$ cat config.mk
export PLATFORM = sky130hd
export DESIGN_NAME = tone_sweep_step_sequencer
export DESIGN_NICKNAME = d
export VERILOG_FILES = /design/src/sv/tss_pkg.sv /design/src/sv/tss_ram.sv /design/src/sv/tone_sweep_step_sequencer.sv
export SDC_FILE = /design/constraint.sdc
export NUM_CORES = 2
export LEC_CHECK = 0
export BUFFER_PORTS_ARGS = -buffer_cell sky130_fd_sc_hd__buf_2
export CAP_MARGIN = 15
export CORE_MARGIN = 5
export CORE_UTILIZATION = 50
export CTS_CLUSTER_DIAMETER = 200
export DETAILED_ROUTE_END_ITERATION = 7
export PLACE_DENSITY = 0.69
export SYNTH_ARGS = -nofsm -noshare
export SYNTH_HDL_FRONTEND = slang
export SYNTH_SLANG_ARGS = --single-unit
$ cat constraint.sdc
create_clock -name aclk -period 8.6 [get_ports aclk]
set_clock_uncertainty 0.2 [all_clocks]
set_input_delay 0.86 -clock aclk [delete_from_list [all_inputs] [get_ports aclk]]
set_output_delay 0.86 -clock aclk [all_outputs]
set_load 0.02 [all_outputs]
$ cat src/sv/tss_pkg.sv
// Shared widths, codes and the step entry layout for the tone sweep step sequencer.
// No dependencies.
`default_nettype none

package tss_pkg;

    localparam int QUEUE_DEPTH = 16;
    localparam int ADDR_W      = (QUEUE_DEPTH > 1) ? $clog2(QUEUE_DEPTH) : 1;
    localparam int CNT_W       = $clog2(QUEUE_DEPTH + 1);

    localparam int FREQ_W = 15;
    localparam int DUR_W  = 16;
    localparam int TIME_W = 32;
    localparam int PROD_W = FREQ_W + DUR_W;

    localparam int S_TDATA_W = 80;
    localparam int M_TDATA_W = 24;

    localparam logic [1:0] REQ_UPDATE = 2'd0;
    localparam logic [1:0] REQ_ADD    = 2'd1;
    localparam logic [1:0] REQ_CLEAR  = 2'd2;

    localparam logic [1:0] DRV_NONE    = 2'd0;
    localparam logic [1:0] DRV_TONE    = 2'd1;
    localparam logic [1:0] DRV_SILENCE = 2'd2;

    typedef struct packed {
        logic [DUR_W-1:0]  duration_ms;
        logic [FREQ_W-1:0] end_freq;
        logic [FREQ_W-1:0] start_freq;
    } step_t;

    localparam int STEP_W = $bits(step_t);

endpackage

`default_nettype wire

$ cat src/sv/tss_ram.sv
// Generic single-port-write, single-port-read RAM with registered read data.
// No dependencies.
`default_nettype none

module tss_ram #(
    parameter int WIDTH = 8,
    parameter int DEPTH = 16
) (
    input  wire logic                                            aclk,
    input  wire logic                                            we,
    input  wire logic [((DEPTH > 1) ? $clog2(DEPTH) : 1)-1:0]    waddr,
    input  wire logic [WIDTH-1:0]                                wdata,
    input  wire logic [((DEPTH > 1) ? $clog2(DEPTH) : 1)-1:0]    raddr,
    output logic      [WIDTH-1:0]                                rdata
);

    logic [WIDTH-1:0] mem [DEPTH];

    always_ff @(posedge aclk) begin
        if (we) begin
            mem[waddr] <= wdata;
        end
        rdata <= mem[raddr];
    end

endmodule

`default_nettype wire

$ cat src/sv/tone_sweep_step_sequencer.sv
// Tone sweep step sequencer top level: step queue in RAM, control sequencer,
// shared multiply and restoring divider. Depends on tss_pkg and tss_ram.
//
//   port group  dir  tdata (low bit up)                                  tuser
//   s_*         in   now_ms[31:0] start_freq end_freq duration_ms, pad   req_type
//   m_*         out  tone_freq accepted busy_res, pad                    drive_action
//
// One word in flight at a time. Add, clear and idle update go straight to the result.
// Update that reads a step without sweeping: queue RAM read, then result.
// Sweep update: RAM read, multiply, 15-step divider, result.
// aresetn is synchronous; queue contents are not cleared, only the counts and control state.
// A stalled result holds in the output register; the next word is taken meanwhile.
`default_nettype none

module tone_sweep_step_sequencer
    import tss_pkg::*;
(
    input  wire logic                  aclk,
    input  wire logic                  aresetn,
    input  wire logic                  s_tvalid,
    output logic                       s_tready,
    input  wire logic [S_TDATA_W-1:0]  s_tdata,   // now_ms, start_freq, end_freq, duration_ms
    input  wire logic [1:0]            s_tuser,   // req_type
    output logic                       m_tvalid,
    input  wire logic                  m_tready,
    output logic      [M_TDATA_W-1:0]  m_tdata,   // tone_freq, accepted, busy_res
    output logic      [1:0]            m_tuser    // drive_action
);

    localparam logic [2:0] ST_IDLE = 3'd0;
    localparam logic [2:0] ST_READ = 3'd1;
    localparam logic [2:0] ST_MUL  = 3'd2;
    localparam logic [2:0] ST_DIV  = 3'd3;
    localparam logic [2:0] ST_OUT  = 3'd4;

    logic [2:0]        state_reg, state_next;
    logic [CNT_W-1:0]  step_count_reg, step_count_next;
    logic [CNT_W-1:0]  play_index_reg, play_index_next;
    logic              started_reg, started_next;
    logic [TIME_W-1:0] start_time_reg, start_time_next;
    logic [TIME_W-1:0] now_reg, now_next;

    logic [1:0]        res_drive_reg, res_drive_next;
    logic [FREQ_W-1:0] res_freq_reg, res_freq_next;
    logic              res_acc_reg, res_acc_next;

    logic [FREQ_W-1:0] base_reg, base_next;
    logic [FREQ_W-1:0] span_reg, span_next;
    logic              up_reg, up_next;
    logic [DUR_W-1:0]  elapsed_reg, elapsed_next;
    logic [DUR_W-1:0]  dur_reg, dur_next;
    logic [DUR_W-1:0]  rem_reg, rem_next;
    logic [FREQ_W-1:0] lo_reg, lo_next;
    logic [FREQ_W-1:0] quo_reg, quo_next;
    logic [3:0]        bit_cnt_reg, bit_cnt_next;

    logic                 m_tvalid_reg, m_tvalid_next;
    logic [M_TDATA_W-1:0] m_tdata_reg, m_tdata_next;
    logic [1:0]           m_tuser_reg, m_tuser_next;

    logic [1:0]        in_req;
    logic [TIME_W-1:0] in_now;
    step_t             in_step;
    step_t             rd_step;
    logic              ram_we;

    logic [TIME_W-1:0] elapsed;
    logic [PROD_W-1:0] product;
    logic [DUR_W:0]    trial;
    logic              trial_ge;
    logic              out_free;

    assign in_req                = s_tuser;
    assign in_now                = s_tdata[TIME_W-1:0];
    assign in_step.start_freq    = s_tdata[TIME_W +: FREQ_W];
    assign in_step.end_freq      = s_tdata[TIME_W+FREQ_W +: FREQ_W];
    assign in_step.duration_ms   = s_tdata[TIME_W+2*FREQ_W +: DUR_W];

    assign s_tready = (state_reg == ST_IDLE);
    assign ram_we   = s_tvalid && s_tready && (in_req == REQ_ADD)
                      && (step_count_reg < CNT_W'(QUEUE_DEPTH));

    tss_ram #(
        .WIDTH(STEP_W),
        .DEPTH(QUEUE_DEPTH)
    ) u_step_ram (
        .aclk  (aclk),
        .we    (ram_we),
        .waddr (step_count_reg[ADDR_W-1:0]),
        .wdata (in_step),
        .raddr (play_index_reg[ADDR_W-1:0]),
        .rdata (rd_step)
    );

    assign elapsed  = now_reg - start_time_reg;
    assign product  = PROD_W'(span_reg) * PROD_W'(elapsed_reg);
    assign trial    = {rem_reg, lo_reg[FREQ_W-1]};
    assign trial_ge = (trial >= {1'b0, dur_reg});
    assign out_free = !m_tvalid_reg || m_tready;

    always_comb begin
        state_next      = state_reg;
        step_count_next = step_count_reg;
        play_index_next = play_index_reg;
        started_next    = started_reg;
        start_time_next = start_time_reg;
        now_next        = now_reg;
        res_drive_next  = res_drive_reg;
        res_freq_next   = res_freq_reg;
        res_acc_next    = res_acc_reg;
        base_next       = base_reg;
        span_next       = span_reg;
        up_next         = up_reg;
        elapsed_next    = elapsed_reg;
        dur_next        = dur_reg;
        rem_next        = rem_reg;
        lo_next         = lo_reg;
        quo_next        = quo_reg;
        bit_cnt_next    = bit_cnt_reg;
        m_tvalid_next   = m_tvalid_reg && !m_tready;
        m_tdata_next    = m_tdata_reg;
        m_tuser_next    = m_tuser_reg;

        unique case (state_reg)
            ST_IDLE: begin
                if (s_tvalid) begin
                    res_drive_next = DRV_NONE;
                    res_freq_next  = '0;
                    res_acc_next   = 1'b0;
                    now_next       = in_now;
                    state_next     = ST_OUT;
                    priority if (in_req == REQ_ADD) begin
                        if (ram_we) begin
                            step_count_next = step_count_reg + 1'b1;
                            res_acc_next    = 1'b1;
                        end
                    end else if (in_req == REQ_CLEAR) begin
                        step_count_next = '0;
                        play_index_next = '0;
                        started_next    = 1'b0;
                        start_time_next = '0;
                        res_drive_next  = DRV_SILENCE;
                    end else if (in_req == REQ_UPDATE) begin
                        if (play_index_reg >= step_count_reg) begin
                            if (step_count_reg != '0) begin
                                res_drive_next  = DRV_SILENCE;
                                step_count_next = '0;
                                play_index_next = '0;
                            end
                            started_next = 1'b0;
                        end else begin
                            state_next = ST_READ;
                        end
                    end else begin
                        state_next = ST_OUT;
                    end
                end
            end
            ST_READ: begin
                state_next = ST_OUT;
                if (!started_reg) begin
                    if (rd_step.start_freq == '0) begin
                        res_drive_next = DRV_SILENCE;
                    end else begin
                        res_drive_next = DRV_TONE;
                        res_freq_next  = rd_step.start_freq;
                    end
                    started_next    = 1'b1;
                    start_time_next = now_reg;
                end else if (elapsed >= TIME_W'(rd_step.duration_ms)) begin
                    play_index_next = play_index_reg + 1'b1;
                    started_next    = 1'b0;
                end else if (rd_step.start_freq != rd_step.end_freq
                             && rd_step.start_freq != '0) begin
                    up_next      = (rd_step.end_freq >= rd_step.start_freq);
                    span_next    = (rd_step.end_freq >= rd_step.start_freq)
                                   ? rd_step.end_freq - rd_step.start_freq
                                   : rd_step.start_freq - rd_step.end_freq;
                    base_next    = rd_step.start_freq;
                    elapsed_next = elapsed[DUR_W-1:0];
                    dur_next     = rd_step.duration_ms;
                    state_next   = ST_MUL;
                end
            end
            ST_MUL: begin
                // product >> FREQ_W is below the divisor, so 15 quotient bits remain
                rem_next     = product[PROD_W-1:FREQ_W];
                lo_next      = product[FREQ_W-1:0];
                quo_next     = '0;
                bit_cnt_next = 4'(FREQ_W - 1);
                state_next   = ST_DIV;
            end
            ST_DIV: begin
                rem_next     = trial_ge ? DUR_W'(trial - {1'b0, dur_reg}) : trial[DUR_W-1:0];
                lo_next      = {lo_reg[FREQ_W-2:0], 1'b0};
                quo_next     = {quo_reg[FREQ_W-2:0], trial_ge};
                bit_cnt_next = bit_cnt_reg - 1'b1;
                if (bit_cnt_reg == '0) begin
                    res_drive_next = DRV_TONE;
                    res_freq_next  = up_reg ? base_reg + {quo_reg[FREQ_W-2:0], trial_ge}
                                            : base_reg - {quo_reg[FREQ_W-2:0], trial_ge};
                    state_next     = ST_OUT;
                end
            end
            ST_OUT: begin
                if (out_free) begin
                    m_tvalid_next = 1'b1;
                    m_tuser_next  = res_drive_reg;
                    m_tdata_next  = M_TDATA_W'({(play_index_reg < step_count_reg),
                                                res_acc_reg, res_freq_reg});
                    state_next    = ST_IDLE;
                end
            end
            default: begin
                state_next = ST_IDLE;
            end
        endcase
    end

    always_ff @(posedge aclk) begin
        if (!aresetn) begin
            state_reg      <= ST_IDLE;
            step_count_reg <= '0;
            play_index_reg <= '0;
            started_reg    <= 1'b0;
            start_time_reg <= '0;
            m_tvalid_reg   <= 1'b0;
        end else begin
            state_reg      <= state_next;
            step_count_reg <= step_count_next;
            play_index_reg <= play_index_next;
            started_reg    <= started_next;
            start_time_reg <= start_time_next;
            m_tvalid_reg   <= m_tvalid_next;
        end
    end

    always_ff @(posedge aclk) begin
        now_reg       <= now_next;
        res_drive_reg <= res_drive_next;
        res_freq_reg  <= res_freq_next;
        res_acc_reg   <= res_acc_next;
        base_reg      <= base_next;
        span_reg      <= span_next;
        up_reg        <= up_next;
        elapsed_reg   <= elapsed_next;
        dur_reg       <= dur_next;
        rem_reg       <= rem_next;
        lo_reg        <= lo_next;
        quo_reg       <= quo_next;
        bit_cnt_reg   <= bit_cnt_next;
        m_tdata_reg   <= m_tdata_next;
        m_tuser_reg   <= m_tuser_next;
    end

    assign m_tvalid = m_tvalid_reg;
    assign m_tdata  = m_tdata_reg;
    assign m_tuser  = m_tuser_reg;

    a_index_in_queue: assert property (@(posedge aclk) disable iff (!aresetn)
        play_index_reg <= step_count_reg)
        else $error("play index beyond step count");

    a_count_bound: assert property (@(posedge aclk) disable iff (!aresetn)
        step_count_reg <= CNT_W'(QUEUE_DEPTH))
        else $error("step count beyond queue depth");

    a_div_nonzero: assert property (@(posedge aclk) disable iff (!aresetn)
        (state_reg == ST_DIV) |-> (dur_reg != '0))
        else $error("divide by zero duration");

    a_one_in_flight: assert property (@(posedge aclk) disable iff (!aresetn)
        (s_tvalid && s_tready) |=> !s_tready)
        else $error("second word taken while one is in flight");

endmodule

`default_nettype wire
# Word level (Yosys, flattened, before mapping)
# Memory sizes are Yosys's and may differ from the RTL's. A register that Yosys moved wholly into a read port is not among the register bits.
# Index checks and enable logic that the tools add are counted.
dict set report totals {
  in_bits 86
  ramBits 736
  output_inout_bits 28
  word_cells 150
  ff_bits 228
  memories 1
}
# name words word_bits read_ports rd_clocked_by_memory_dff write_ports line_no
set mem_list {}
lappend mem_list {u_step_ram.mem 16 46 1 1 1 tss_ram.sv:17} ;# logic [WIDTH-1:0] mem [DEPTH];
dict set report op_classes {
  bitwise 1
  magnitude_cmp 6
  addsub 9
  n_eq_ne 20
  n_mul 1
  n_reduce_logical 30
  muxes 61
}
# cell count
set op_table {}
lappend op_table {{$mux 32} 4}
lappend op_table {{$mux 15} 6}
lappend op_table {{$pmux 32 s2} 1}
lappend op_table {{$mux 5} 10}
lappend op_table {{$pmux 15 s3} 1}
lappend op_table {{$sub 15x15->15} 3}
lappend op_table {{$ge 32x16->1} 1}
lappend op_table {{$pmux 16 s2} 1}
lappend op_table {{$sub 32x32->32} 1}
lappend op_table {{$mul 15x16->31} 1}
lappend op_table {{$mux 3} 10}
lappend op_table {{$pmux 15 s2} 1}
lappend op_table {{$pmux 14 s2} 1}
lappend op_table {{$mux 2} 9}
lappend op_table {{$ne 2x2->1 const B} 9}
lappend op_table {{$ge 17x16->1} 1}
lappend op_table {{$mux 16} 1}
lappend op_table {{$sub 16x16->16} 1}
lappend op_table {{$add 15x15->15} 1}
lappend op_table {{$ge 15x15->1} 1}
lappend op_table {{$logic_not 15->1} 1}
lappend op_table {{$ne 15x15->1} 1}
lappend op_table {{$pmux 3 s5} 1}
lappend op_table {{$reduce_and 5->1} 3}
lappend op_table {{33 further kinds} 58}

# Logic depth before layout (Yosys ltp)
dict set report depth {
  depth_word 8
  ltp_mapped 28
  mapped_depth_nobuf 28
}

# Cells and area by module
# A second synthesis with hierarchy kept.
dict set report hier_totals {
  hier_cells 3547
  area_unflattened_um2 50455.9
}
# module cells_each instances seq_area_each_um2 area_per_inst_um2
set modules_own_cells {}
lappend modules_own_cells {tss_ram 1191 1 23022.1 28493.6}
lappend modules_own_cells {tone_sweep_step_sequencer 2356 1 6376.1 21962.3}

# Worst setup path after synthesis
# No wires, ideal clock.
dict set report synth_timing {
  kind {register to register}
  startpoint {register span_reg[0]}
  endpoint {register rem_reg[14] (data pin)}
  path_slack_ns 1.950
  stages_incl_launch_ff 27
  setup_ns 0.270
  n_path_buf 1
  required_time_ns 8.130
  t_arrival_ns 6.181
  period_less_slack_ns 6.650
  cell_sequence {edfxtp_1 -> clkbuf_1 -> and2_1 -> fa_1 -> inv_1 -> fa_1 -> inv_1 -> fa_1 -> inv_1 -> fa_1 -> inv_1 -> fa_1 -> inv_1 -> fa_1 -> inv_1 -> ha_1 -> nor4_1 -> o21ai_0 -> a311oi_1 -> nor2_1 -> o41ai_1 -> o2111a_1 -> nor3_1 -> a31oi_1 -> xnor2_1 -> nand2_1 -> o21ai_0}
}
dict set report synth_via {
  elab_chain_cells 2
}
# item line_no
set synth_rtl {}
lappend synth_rtl {{start: declaration} tone_sweep_step_sequencer.sv:48} ;# logic [FREQ_W-1:0] span_reg, span_next;
lappend synth_rtl {{start signal: assignment} tone_sweep_step_sequencer.sv:244} ;# span_reg <= span_next;
lappend synth_rtl {{$mul 15x16->31} tone_sweep_step_sequencer.sv:96} ;# assign product = PROD_W'(span_reg) * PROD_W'(elapsed_reg);
lappend synth_rtl {{$pmux 16 s2} tone_sweep_step_sequencer.sv:124} ;# unique case (state_reg)
lappend synth_rtl {{net rem_next[14]} tone_sweep_step_sequencer.sv:52} ;# logic [DUR_W-1:0] rem_reg, rem_next;
lappend synth_rtl {{end signal: assignment} tone_sweep_step_sequencer.sv:248} ;# rem_reg <= rem_next;
lappend synth_rtl {{end: declaration} tone_sweep_step_sequencer.sv:52}
# The timed path passes the listed nets, and every way through them passes these cells.
# A chain may end at the register's enable or synchronous reset.

# Worst setup path in the final report
dict set report layout_timing {
  startpoint {register span_reg[1]}
  endpoint {register rem_reg[14] (data pin)}
}
# The elaborated chain is that of the path after synthesis.

==> flow_metrics.env <==
export IMPL_status="finished clean"
export IMPL_cts_root_buf="clkbuf_16"
export IMPL_area_growth_pct=11.1
export IMPL_synth_seq_area_share=0.586
export IMPL_die_y_um=327
export IMPL_synth_edf_count=917
export IMPL_grt_max_degree=152
export IMPL_clk_pin_slew_ns=0.06
export IMPL_finalNonFillerCells=4857
export IMPL_peakVddDrop_mv=0.194
export IMPL_synth_xor_area_frac=0.0189
export IMPL_cts_buffers=98
export IMPL_min_to="now_reg[19]"
export IMPL_drt_first_pass_iters=5
export IMPL_finalPower_mw=10.4
export IMPL_startpoint_type="flip-flop"
export IMPL_clockBufferDepth=3
export IMPL_io_pins=114
export IMPL_fin_crit_sh=0.856
export IMPL_cap_viol_max_count=0
export IMPL_synth_warnings=0
export IMPL_die_area_um2=107000
export IMPL_final_area_um2=55700
export IMPL_grt_pass1_vias=28319
export IMPL_largest_reg_flops=736
export IMPL_path_max_fanout=16
export IMPL_setup_viol=0
export IMPL_drc=0
export IMPL_layout_nets=3953
export IMPL_avgSynthCellArea_um2=15.0
export IMPL_ys_seq_elements=1010
export IMPL_placed_cells=4662
export IMPL_worst_r2r_path_depth=25
export IMPL_reg_top3="u_step_ram.mem (736), u_step_ram.rdata (46)"
export IMPL_path_class="reg2reg"
export IMPL_row_count=116
export IMPL_postCtsSetupRepairBufs=0
export IMPL_synth_area_leaders="edfxtp_1 55%, mux4_2 10%, fa_1 7.4%, ha_1 5.4%, dfxtp_1 3.7%"
export IMPL_antenna_found_initial=18
export IMPL_hold_viol=0
export IMPL_place_ws_ns=1.25
export IMPL_top_register="u_step_ram.mem"
export IMPL_powerDensity_nw_per_um2=186
export IMPL_yosys_area_top_type="edfxtp_1"
export IMPL_synth_top_area_share=0.549
export IMPL_globalplace_congestion=0.891
export IMPL_min_path_cells=1
export IMPL_most_common_layout_cells="917 x edfxtp_1, 347 x inv_1, 230 x mux4_2"
export IMPL_viasPerCell=5.67
export IMPL_wirelength_mm=110
export IMPL_cpMaxStageDelayCell="edfxtp_1"
export IMPL_dpl_hpwl_mm=66.6
export IMPL_arrival_ns=7.55
export IMPL_dieWidth_um=327
export IMPL_worstSkewPairLatency_ns=0.66
export IMPL_drt_iter0_drc=2086
export IMPL_rsz0062_at_grt="false"
export IMPL_reg2reg_slack_ns=1.23
export IMPL_synth_compound_area_share=0.0525
export IMPL_htreeDepth=3
export IMPL_post_route_min_period_ns=7.37
export IMPL_cts_hold_buf=0
export IMPL_synthDistinctLibCells=86
export IMPL_ant_nets=0
export IMPL_setup_tns_ns=0
export IMPL_hp_class="in2reg"
export IMPL_dpl_cell_area_um2=52200
export IMPL_initial_utilization=0.502
export IMPL_required_ns=8.79
export IMPL_core_um2=99900
export IMPL_synth_simple_area_share=0.0685
export IMPL_r2r_end="rem_reg[14]"
export IMPL_port_buffers=104
export IMPL_postSynthCellCount=3351
export IMPL_seq_area_um2=29400
export IMPL_wl_per_cell_um=22.6
export IMPL_max_freq_mhz=136
export IMPL_cts_num_sinks=1010
export IMPL_p_leak_nw=20.1
export IMPL_multi_input_area_um2=19000
export IMPL_grt_pass1_wl_mm=170
export IMPL_synth_top_family_by_area="adder cells"
export IMPL_syn_cell_area_um2=50200
export IMPL_critPathMaxStageDelay_ns=0.62
export IMPL_vias=27520
export IMPL_end_kind="flip-flop"
export IMPL_setup_slack_ns=1.23
export IMPL_worstMarginPinSlew_ns=1.17
export IMPL_groute_usage_overall=0.206
export IMPL_overflow=0
export IMPL_cts_resized=0
export IMPL_min_from="s_tdata[19]"
export IMPL_rr_startpoint="span_reg[1]"
export IMPL_synth_ff_type="edfxtp_1"
export IMPL_synth_area_mux_share=0.108
export IMPL_cts_tree="done"
export IMPL_async_reset_ff_frac=0
export IMPL_synthAdderAreaFrac=0.128
export IMPL_slew_headroom=0.223
export IMPL_fillers=7832
export IMPL_final_common_cell="edfxtp_1"
export IMPL_drive_gt1_frac=0.169
export IMPL_maxSlewViolCount=0
[area by class of cell]
class / count / area share
diodes: 9 / 0.000404
repair buffers: 148 / 0.0161
well taps: 1298 / 0.0291
clock buffers: 124 / 0.0480
clock inverters: 61 / 0.0141
inverters: 349 / 0.0235
flip-flops and latches: 1010 / 0.528
multi-input cells: 1858 / 0.341
[per-layer routing]
layer	vias to the layer above	part of all wire	wire [um]	global-route usage
li1	12523	-	-	-
met1	14010	0.42	45500	0.282
met2	808	0.49	53700	0.343
met3	169	0.067	7320	0.0381
met4	10	0.028	3020	0.0595
met5	-	0.00050	55	0
[synth_stat cells, types with 6 or more instances]
master and instances:
a21o_1 46, nand3_1 57, xnor2_1 65, o21bai_1 14
and3_1 22, xor2_1 43, nand4_1 14, nor4_1 8
clkbuf_1 108, buf_1 14, nor2b_1 18, ha_1 217
inv_1 347, or2_2 6, a21boi_0 40, nand2_1 216
fa_1 185, and2_1 147, o21ai_0 65, mux4_2 230
a31oi_1 11, buf_4 7, nor2_1 124, nor3_1 31
a21oi_1 108, nand2b_1 16, mux2i_1 17, o21ai_1 6
edfxtp_1 917, o211ai_1 15, dfxtp_1 93, o21a_1 25
or3_1 9, a211oi_1 8
[worst max path at each step]
stage	start	end
global placement	span_reg[0]	rem_reg[14]
floorplan	span_reg[0]	rem_reg[14]
finish	span_reg[1]	rem_reg[14]
CTS	span_reg[0]	rem_reg[14]
detailed placement	span_reg[0]	rem_reg[14]
global route	span_reg[0]	rem_reg[14]
[cell families (layout without fill, tap and decap cells)]
group,Yosys count,count (layout)
fa+ha+maj,402,402
compound gates,397,397
xor+xnor,108,108
mux,251,251
buf+inv,489,682
simple gates,693,693
other cells,1,16
flops,1010,1010
[report_power, final]
group          internal, mW  switching [mW]  leakage, nW
registers              5.40          0.0291         9.11
clock network          2.72            1.83         1.70
logic                 0.140           0.259         9.30
[worst max-delay path, delay by kind of cell (launching register included)]
family                     cells  cell delay, ns
adders and majority gates      7            3.32
xor gates and xnor gates       1            0.09
DFF                            1            0.62
and+or+nand+nor                5            0.82
buffers and inverters          6            0.33
AOI/OAI and AO/OA              6            1.70
[stage by stage]
| stage | utilization | hold slack [ns] |
|---|---|---|
| finish | 0.558 | 0.172 |
| global route | 0.558 | 0.143 |
| CTS | 0.558 | 0.127 |
| detailed placement | 0.523 | 0.206 |
| global placement | 0.523 | 0.204 |
| floorplan | - | 0.200 |
Power figures use the tool's default switching activity.
